`src/design/olirf_pkg.sv`:
```
// Shared types and constants for the ordered list unit.
`timescale 1ns / 1ps
package olirf_pkg;

  // List capacity and the widths that follow from it
  localparam int CAPACITY = 64;
  localparam int IDX_W    = $clog2(CAPACITY);
  localparam int CNT_W    = $clog2(CAPACITY + 1);
  localparam int DATA_W   = 32;

  // Operation codes; the fourth code is unused and fails
  typedef enum logic [1:0] {
    OP_INSERT = 2'd0,
    OP_REMOVE = 2'd1,
    OP_FIND   = 2'd2
  } op_e;

  // Sequencer states
  typedef enum logic [2:0] {
    ST_IDLE,
    ST_SHIFT,
    ST_FIND,
    ST_PUT,
    ST_DONE
  } state_e;

  // Memory access issued by the sequencer
  typedef struct packed {
    logic              we;
    logic [IDX_W-1:0]  waddr;
    logic [DATA_W-1:0] wdata;
    logic [IDX_W-1:0]  raddr;
  } ram_req_t;

  // One result item
  typedef struct packed {
    logic             status;
    logic [IDX_W-1:0] where;
    logic [CNT_W-1:0] count;
  } res_t;

endpackage

```
`src/design/olirf_ram.sv`:
```
// Simple dual-port RAM: one write port, one read port with registered data.
`timescale 1ns / 1ps
module olirf_ram #(
  parameter int DEPTH = 64,
  parameter int WIDTH = 32
) (
  input  logic                     clk_i,
  input  logic                     we_i,
  input  logic [$clog2(DEPTH)-1:0] waddr_i,
  input  logic [WIDTH-1:0]         wdata_i,
  input  logic [$clog2(DEPTH)-1:0] raddr_i,
  output logic [WIDTH-1:0]         rdata_o
);

  logic [WIDTH-1:0] mem_q [DEPTH];
  logic [WIDTH-1:0] rdata_q;

  // Write and registered read
  always_ff @(posedge clk_i) begin
    if (we_i) begin
      mem_q[waddr_i] <= wdata_i;
    end
    rdata_q <= mem_q[raddr_i];
  end

  assign rdata_o = rdata_q;

endmodule

```
`src/design/olirf_seq.sv`:
```
// Sequencer: checks each request, then streams shifts or searches through the RAM.
`timescale 1ns / 1ps
module olirf_seq import olirf_pkg::*; (
  input  logic              clk_i,
  input  logic              rst_ni,
  input  logic              req_valid_i,
  output logic              req_ready_o,
  input  logic [1:0]        operation_i,
  input  logic [CNT_W-1:0]  position_i,
  input  logic [DATA_W-1:0] value_i,
  input  logic [DATA_W-1:0] key_i,
  output ram_req_t          mem_o,
  input  logic [DATA_W-1:0] rdata_i,
  input  logic              slot_free_i,
  output logic              done_o,
  output res_t              res_o
);

  state_e            state_q, state_d;
  op_e               op_q;
  logic [IDX_W-1:0]  pos_q;
  logic [DATA_W-1:0] val_q;
  logic [DATA_W-1:0] key_q;
  logic [CNT_W-1:0]  count_q;
  logic [IDX_W-1:0]  ptr_q;
  logic [CNT_W-1:0]  left_q;
  logic              pend_q;
  logic [IDX_W-1:0]  pend_addr_q;
  logic              status_q;
  logic [IDX_W-1:0]  where_q;

  logic accept;
  logic ins_ok;
  logic rem_ok;
  logic step_rd;
  logic match;

  assign accept  = req_valid_i && (state_q == ST_IDLE);
  assign ins_ok  = (count_q < CNT_W'(CAPACITY)) && (position_i <= count_q);
  assign rem_ok  = position_i < count_q;
  assign step_rd = ((state_q == ST_SHIFT) || (state_q == ST_FIND)) && (left_q != '0);
  assign match   = (state_q == ST_FIND) && pend_q && (rdata_i == key_q);

  // Next state
  always_comb begin
    state_d = state_q;
    unique case (state_q)
      ST_IDLE: begin
        if (req_valid_i) begin
          unique case (operation_i)
            OP_INSERT: state_d = ins_ok ? ST_SHIFT : ST_DONE;
            OP_REMOVE: state_d = rem_ok ? ST_SHIFT : ST_DONE;
            OP_FIND:   state_d = ST_FIND;
            default:   state_d = ST_DONE;
          endcase
        end
      end
      ST_SHIFT: begin
        // last pending write lands in this same cycle
        if (left_q == '0) begin
          state_d = (op_q == OP_INSERT) ? ST_PUT : ST_DONE;
        end
      end
      ST_FIND: begin
        if (match || ((left_q == '0) && !pend_q)) begin
          state_d = ST_DONE;
        end
      end
      ST_PUT:  state_d = ST_DONE;
      ST_DONE: begin
        if (slot_free_i) begin
          state_d = ST_IDLE;
        end
      end
      default: state_d = ST_IDLE;
    endcase
  end

  // Outputs: RAM access and handshake
  always_comb begin
    req_ready_o = 1'b0;
    done_o      = 1'b0;
    mem_o.raddr = ptr_q;
    mem_o.we    = 1'b0;
    mem_o.waddr = (op_q == OP_INSERT) ? pend_addr_q + 1'b1 : pend_addr_q - 1'b1;
    mem_o.wdata = rdata_i;
    unique case (state_q)
      ST_IDLE:  req_ready_o = 1'b1;
      ST_SHIFT: mem_o.we = pend_q;
      ST_FIND:  mem_o.we = 1'b0;
      ST_PUT: begin
        mem_o.we    = 1'b1;
        mem_o.waddr = pos_q;
        mem_o.wdata = val_q;
      end
      ST_DONE:  done_o = slot_free_i;
      default:  req_ready_o = 1'b0;
    endcase
  end

  assign res_o.status = status_q;
  assign res_o.where  = where_q;
  assign res_o.count  = count_q;

  // Control registers
  always_ff @(posedge clk_i or negedge rst_ni) begin
    if (!rst_ni) begin
      state_q <= ST_IDLE;
      count_q <= '0;
      left_q  <= '0;
      pend_q  <= 1'b0;
    end else begin
      state_q <= state_d;
      pend_q  <= step_rd;
      if (step_rd) begin
        left_q <= left_q - 1'b1;
      end
      if (accept) begin
        unique case (operation_i)
          OP_INSERT: begin
            if (ins_ok) begin
              count_q <= count_q + 1'b1;
              left_q  <= count_q - position_i;
            end
          end
          OP_REMOVE: begin
            if (rem_ok) begin
              count_q <= count_q - 1'b1;
              left_q  <= count_q - position_i - 1'b1;
            end
          end
          OP_FIND:   left_q <= count_q;
          default:   left_q <= '0;
        endcase
      end
    end
  end

  // Request and stream payload
  always_ff @(posedge clk_i) begin
    if (step_rd) begin
      ptr_q <= (op_q == OP_INSERT) ? ptr_q - 1'b1 : ptr_q + 1'b1;
    end
    pend_addr_q <= ptr_q;
    if (match) begin
      status_q <= 1'b0;
      where_q  <= pend_addr_q;
    end
    if (accept) begin
      op_q     <= op_e'(operation_i);
      pos_q    <= position_i[IDX_W-1:0];
      val_q    <= value_i;
      key_q    <= key_i;
      where_q  <= '0;
      // insert and remove succeed when their checks pass; find clears on a match
      unique case (operation_i)
        OP_INSERT: status_q <= !ins_ok;
        OP_REMOVE: status_q <= !rem_ok;
        default:   status_q <= 1'b1;
      endcase
      // insert walks down from the top entry, remove and find walk up
      unique case (operation_i)
        OP_INSERT: ptr_q <= IDX_W'(count_q - 1'b1);
        OP_REMOVE: ptr_q <= IDX_W'(position_i + 1'b1);
        default:   ptr_q <= '0;
      endcase
    end
  end

endmodule

```
`src/design/ordered_list_insert_remove_find_unit.sv`:
```
// Top level of the ordered list unit: sequencer, entry RAM and result register.
//
//   channel  direction  handshake            payload
//   in       input      in_valid_i/ready_o   operation_i, position_i, value_i, key_i
//   out      output     out_valid_o/ready_i  status_o, found_position_o, count_after_o
//
// One request at a time. The entry RAM has one read and one write port and the
// sequencer moves or compares one entry per cycle. Insert at p shifts the entries from p
// up, remove at p shifts those above p down, find scans from the head to the first match.
// A new request is taken while a finished result still waits in the output register.
// Reset clears the count and the control state; the RAM is not cleared.
`timescale 1ns / 1ps
module ordered_list_insert_remove_find_unit import olirf_pkg::*; (
  input  logic              clk_i,
  input  logic              rst_ni,
  input  logic              in_valid_i,
  output logic              in_ready_o,
  input  logic [1:0]        operation_i,
  input  logic [CNT_W-1:0]  position_i,
  input  logic [DATA_W-1:0] value_i,
  input  logic [DATA_W-1:0] key_i,
  output logic              out_valid_o,
  input  logic              out_ready_i,
  output logic              status_o,
  output logic [IDX_W-1:0]  found_position_o,
  output logic [CNT_W-1:0]  count_after_o
);

  ram_req_t          mem_req;
  logic [DATA_W-1:0] rdata;
  logic              done;
  res_t              res;
  res_t              res_q;
  logic              res_valid_q;
  logic              slot_free;

  assign slot_free = !res_valid_q || out_ready_i;

  olirf_seq u_seq (
    .clk_i       (clk_i),
    .rst_ni      (rst_ni),
    .req_valid_i (in_valid_i),
    .req_ready_o (in_ready_o),
    .operation_i (operation_i),
    .position_i  (position_i),
    .value_i     (value_i),
    .key_i       (key_i),
    .mem_o       (mem_req),
    .rdata_i     (rdata),
    .slot_free_i (slot_free),
    .done_o      (done),
    .res_o       (res)
  );

  olirf_ram #(
    .DEPTH (CAPACITY),
    .WIDTH (DATA_W)
  ) u_ram (
    .clk_i   (clk_i),
    .we_i    (mem_req.we),
    .waddr_i (mem_req.waddr),
    .wdata_i (mem_req.wdata),
    .raddr_i (mem_req.raddr),
    .rdata_o (rdata)
  );

  // Result register valid
  always_ff @(posedge clk_i or negedge rst_ni) begin
    if (!rst_ni) begin
      res_valid_q <= 1'b0;
    end else if (done) begin
      res_valid_q <= 1'b1;
    end else if (out_ready_i) begin
      res_valid_q <= 1'b0;
    end
  end

  // Result register payload
  always_ff @(posedge clk_i) begin
    if (done) begin
      res_q <= res;
    end
  end

  assign out_valid_o      = res_valid_q;
  assign status_o         = res_q.status;
  assign found_position_o = res_q.where;
  assign count_after_o    = res_q.count;

endmodule

```
`config.mk`:
```
export PLATFORM = sky130hd
export DESIGN_NAME = ordered_list_insert_remove_find_unit
export DESIGN_NICKNAME = d
export VERILOG_FILES = /design/src/design/olirf_pkg.sv /design/src/design/olirf_ram.sv /design/src/design/olirf_seq.sv /design/src/design/ordered_list_insert_remove_find_unit.sv
export SDC_FILE = /design/constraint.sdc
export NUM_CORES = 2
export LEC_CHECK = 0
export BUFFER_PORTS_ARGS = -buffer_cell sky130_fd_sc_hd__clkbuf_2
export CORE_ASPECT_RATIO = 0.5
export CORE_UTILIZATION = 45
export CTS_CLUSTER_DIAMETER = 100
export DETAILED_ROUTE_END_ITERATION = 8
export PLACE_DENSITY = 0.71
export SLEW_MARGIN = 40
export SYNTH_ARGS = -nofsm -noshare
export SYNTH_HDL_FRONTEND = slang
export SYNTH_HIERARCHICAL = 1
export SYNTH_SLANG_ARGS = --single-unit
```
`constraint.sdc`:
```
create_clock -name clk_i -period 5 [get_ports clk_i]
set_input_delay 1 -clock clk_i [delete_from_list [all_inputs] [get_ports clk_i]]
set_output_delay 1 -clock clk_i [all_outputs]
set_load 0.01 [all_outputs]
```
==> metrics.cfg <==
[sta]
fmax_ghz = 0.230
final_hold_viol_count = 0
fin_skew_ps = 38.6
finalSetupTns_ps = 0
finalMaxSlewViolations = 0
slew-limit-headroom = 0.426
worst_slew_pin_slew_ps = 860
finalCritPeriodShare = 0.868
fin_ws_ps = 660
grt_setup_unrepaired = no
period_needed_ps = 4340
finalSetupViolations = 0

[worst_hold_path]
hold_path_class = input port to async pin

[clock_network]
clockBufferDepth = 3
clkTransAtPathRegs_ps = 70
cts-root-buf = clkbuf_16
cts_htree_levels = 4
ctsResizeCount = 0
cts_sinks = 2204
clk_latency_ps = 850
cts_tree = built
cts_hold_buf = 0
cts_setup_buffers = 0
cts_made_buffers = 189

[worst_setup_path]
rr_worst_depth = 11
crit_arrival_ps = 4860
crit_path_max_incr_delay_ps = 720
crit_buf_inv = 1
r2r_slack_ps = 660
crit_required_ps = 5520
crit_slowest_cell = or3_1
cp_common_cell = a21oi_1
cp-end-kind = register
path_cells = or2_2 > ha_1 > a21o_1 > a21oi_1 > o21bai_1 > a21oi_1 > xnor2_1 > mux2_2 > or3_1 > nor2_4 > buf_4
r2r-end = u_ram/mem_q[2][19]
crit_type = register to register
cp-start-kind = register
crit_family = simple AND/OR/NAND/NOR gates
path_max_fanout = 15
timing.rr.start = u_seq/op_q[1]

[logic_synthesis]
synthArstFlopShare = 0.00862
synth_seq_cells = 2204
synth_cell_type_count = 76
synth_top_area_share = 0.756
yosys_most_used_dff = edfxtp_1
yosys-top-cells-area = edfxtp_1, mux4_2, mux2i_1
avgSynthCellArea_sq_um = 22.1
synth.top_cells.by_count = edfxtp_1, mux4_2, nor2_1
syn_area_sq_um = 85000
synthesis.nets = 3952
ys_seq_area_frac = 0.772
yosysMostFrequentCell = edfxtp_1
synth_top_area_cell = edfxtp_1
synth-warning-count = 6
synthCells = 3851
synth_edf_count = 2141

[place]
pre_cts_slack_ps = 751
numPortBuffers = 92
routabilityCongestion = 0.868
hpwlAfterDp_um = 127000

[floorplanning]
die_area_sq_um = 191000
num_rows = 112
die_w_um = 617
start_util = 0.454
ios = 93
core_sq_um = 187000
die_y_um = 309

[global_route]
grt_pass1_wl_um = 299000
grt_use_total = 0.220
grt_overflow_total = 0
grt_max_degree = 87
grt_pass1_vias = 40657
antenna_found_initial = 8

[route]
wl_um = 210000
dr.pass1.iters = 6
wl_per_cell_um = 31.1
drt_iter0_markers = 5360
viasPerCell = 6.14
dr_total_vias = 41574
drc = 0
ant_nets = 0

[layout]
area_growth_pct = 13.3
finalNetCount = 4198
post-route-util = 0.515
num_antenna_cells = 0
fillers = 14052
drive_above_1_share = 0.284

[status]
status = finished, final reports clean

[pwr]
p_leak_nw = 30.1
vdd_drop_max_mv = 0.603
power.density_nw_per_um2 = 601

[flow_run]
cap_violations = 0

[routing by layer]
| layer | up-vias | wire length [um] | global-route usage | share of wire |
|---|---|---|---|---|
| met5 | - | 27 | 0 | 0.00013 |
| met4 | 4 | 8670 | 0.0886 | 0.041 |
| met3 | 336 | 22500 | 0.0436 | 0.11 |
| met2 | 2494 | 98100 | 0.340 | 0.47 |
| met1 | 22078 | 81100 | 0.310 | 0.39 |
| li1 | 16662 | - | - | - |
[where the power goes]
part	internal (W)	switching [W]
Clock	0.00797	0.00665
Sequential	0.0234	0.000482
Combinational	0.00669	0.0127
Total	0.0380	0.0199
[registers in the layout, indices dropped and copies added (netlist names), 7 cells and up]
signal,flops
u_ram/mem_q,2048
u_seq/key_q,32
u_ram/rdata_o,32
count_after_o,7
u_seq/left_q,7
u_seq/count_q,7
u_seq/val_q,32
[final cells by class]
cell class,instances,area (sq um),share of cell area
Timing Repair Buffer,259,2250,0.0234
Sequential cell,2204,65600,0.682
Multi-Input combinational cell,1418,19000,0.197
Clock inverter,104,1030,0.0107
Inverter,25,96.3,0.00100
Clock buffer,252,5130,0.0533
Tap cell,2508,3140,0.0326
[how the worst max path moves through the flow]
stage	cells after the start	slack (ps)	endpoint	from
floorplan	11	30	u_ram/mem_q[49][0]	u_seq/op_q[1]
global placement	11	770	u_ram/mem_q[2][11]	u_seq/op_q[1]
detailed placement	11	750	u_ram/mem_q[2][30]	u_seq/op_q[1]
CTS	11	730	u_ram/mem_q[2][27]	u_seq/op_q[1]
global route	11	530	u_ram/mem_q[2][27]	u_seq/op_q[1]
finish	11	660	u_ram/mem_q[2][19]	u_seq/op_q[1]
[through the flow]
stage                     instance area [sq um]  total power (W)  hold slack [ps]  instances
after floorplan                           85000           0.0352              375       3851
after global placement                    89800           0.0428              424       6406
after global routing                      96300           0.0594              156       6770
after CTS                                 96200           0.0579              109       6768
after detailed placement                  90000           0.0434              406       6412
final                                     96300           0.0579              154       6770
[cells in the final DEF, fill, tap and decap left out, drive strengths merged, types with 20 or more instances in the layout]
cell type,synthesis,routed
buf,119,167
o22ai,93,93
mux2,36,36
a21oi,87,87
clkbuf,85,344
dfxtp,44,44
mux2i,102,102
ha,21,21
mux4,544,544
edfxtp,2141,2141
nor2,172,172
o221ai,28,28
inv,25,33
nand2,48,48
nor2b,20,20
clkinv,0,74
xnor2,52,52
[cell families after synthesis]
| family | Yosys count | share of synthesized area |
|---|---|---|
| buffers and inverters | 229 | 0.0128 |
| AO/OA/AOI/OAI | 289 | 0.0225 |
| AND/OR/NAND/NOR | 353 | 0.0205 |
| XOR/XNOR | 70 | 0.00721 |
| multiplexers | 682 | 0.161 |
| adder cells (fa/ha/maj) | 24 | 0.00380 |
| flip-flops | 2204 | 0.772 |
Note: power is estimated with default switching activity, not from simulation.
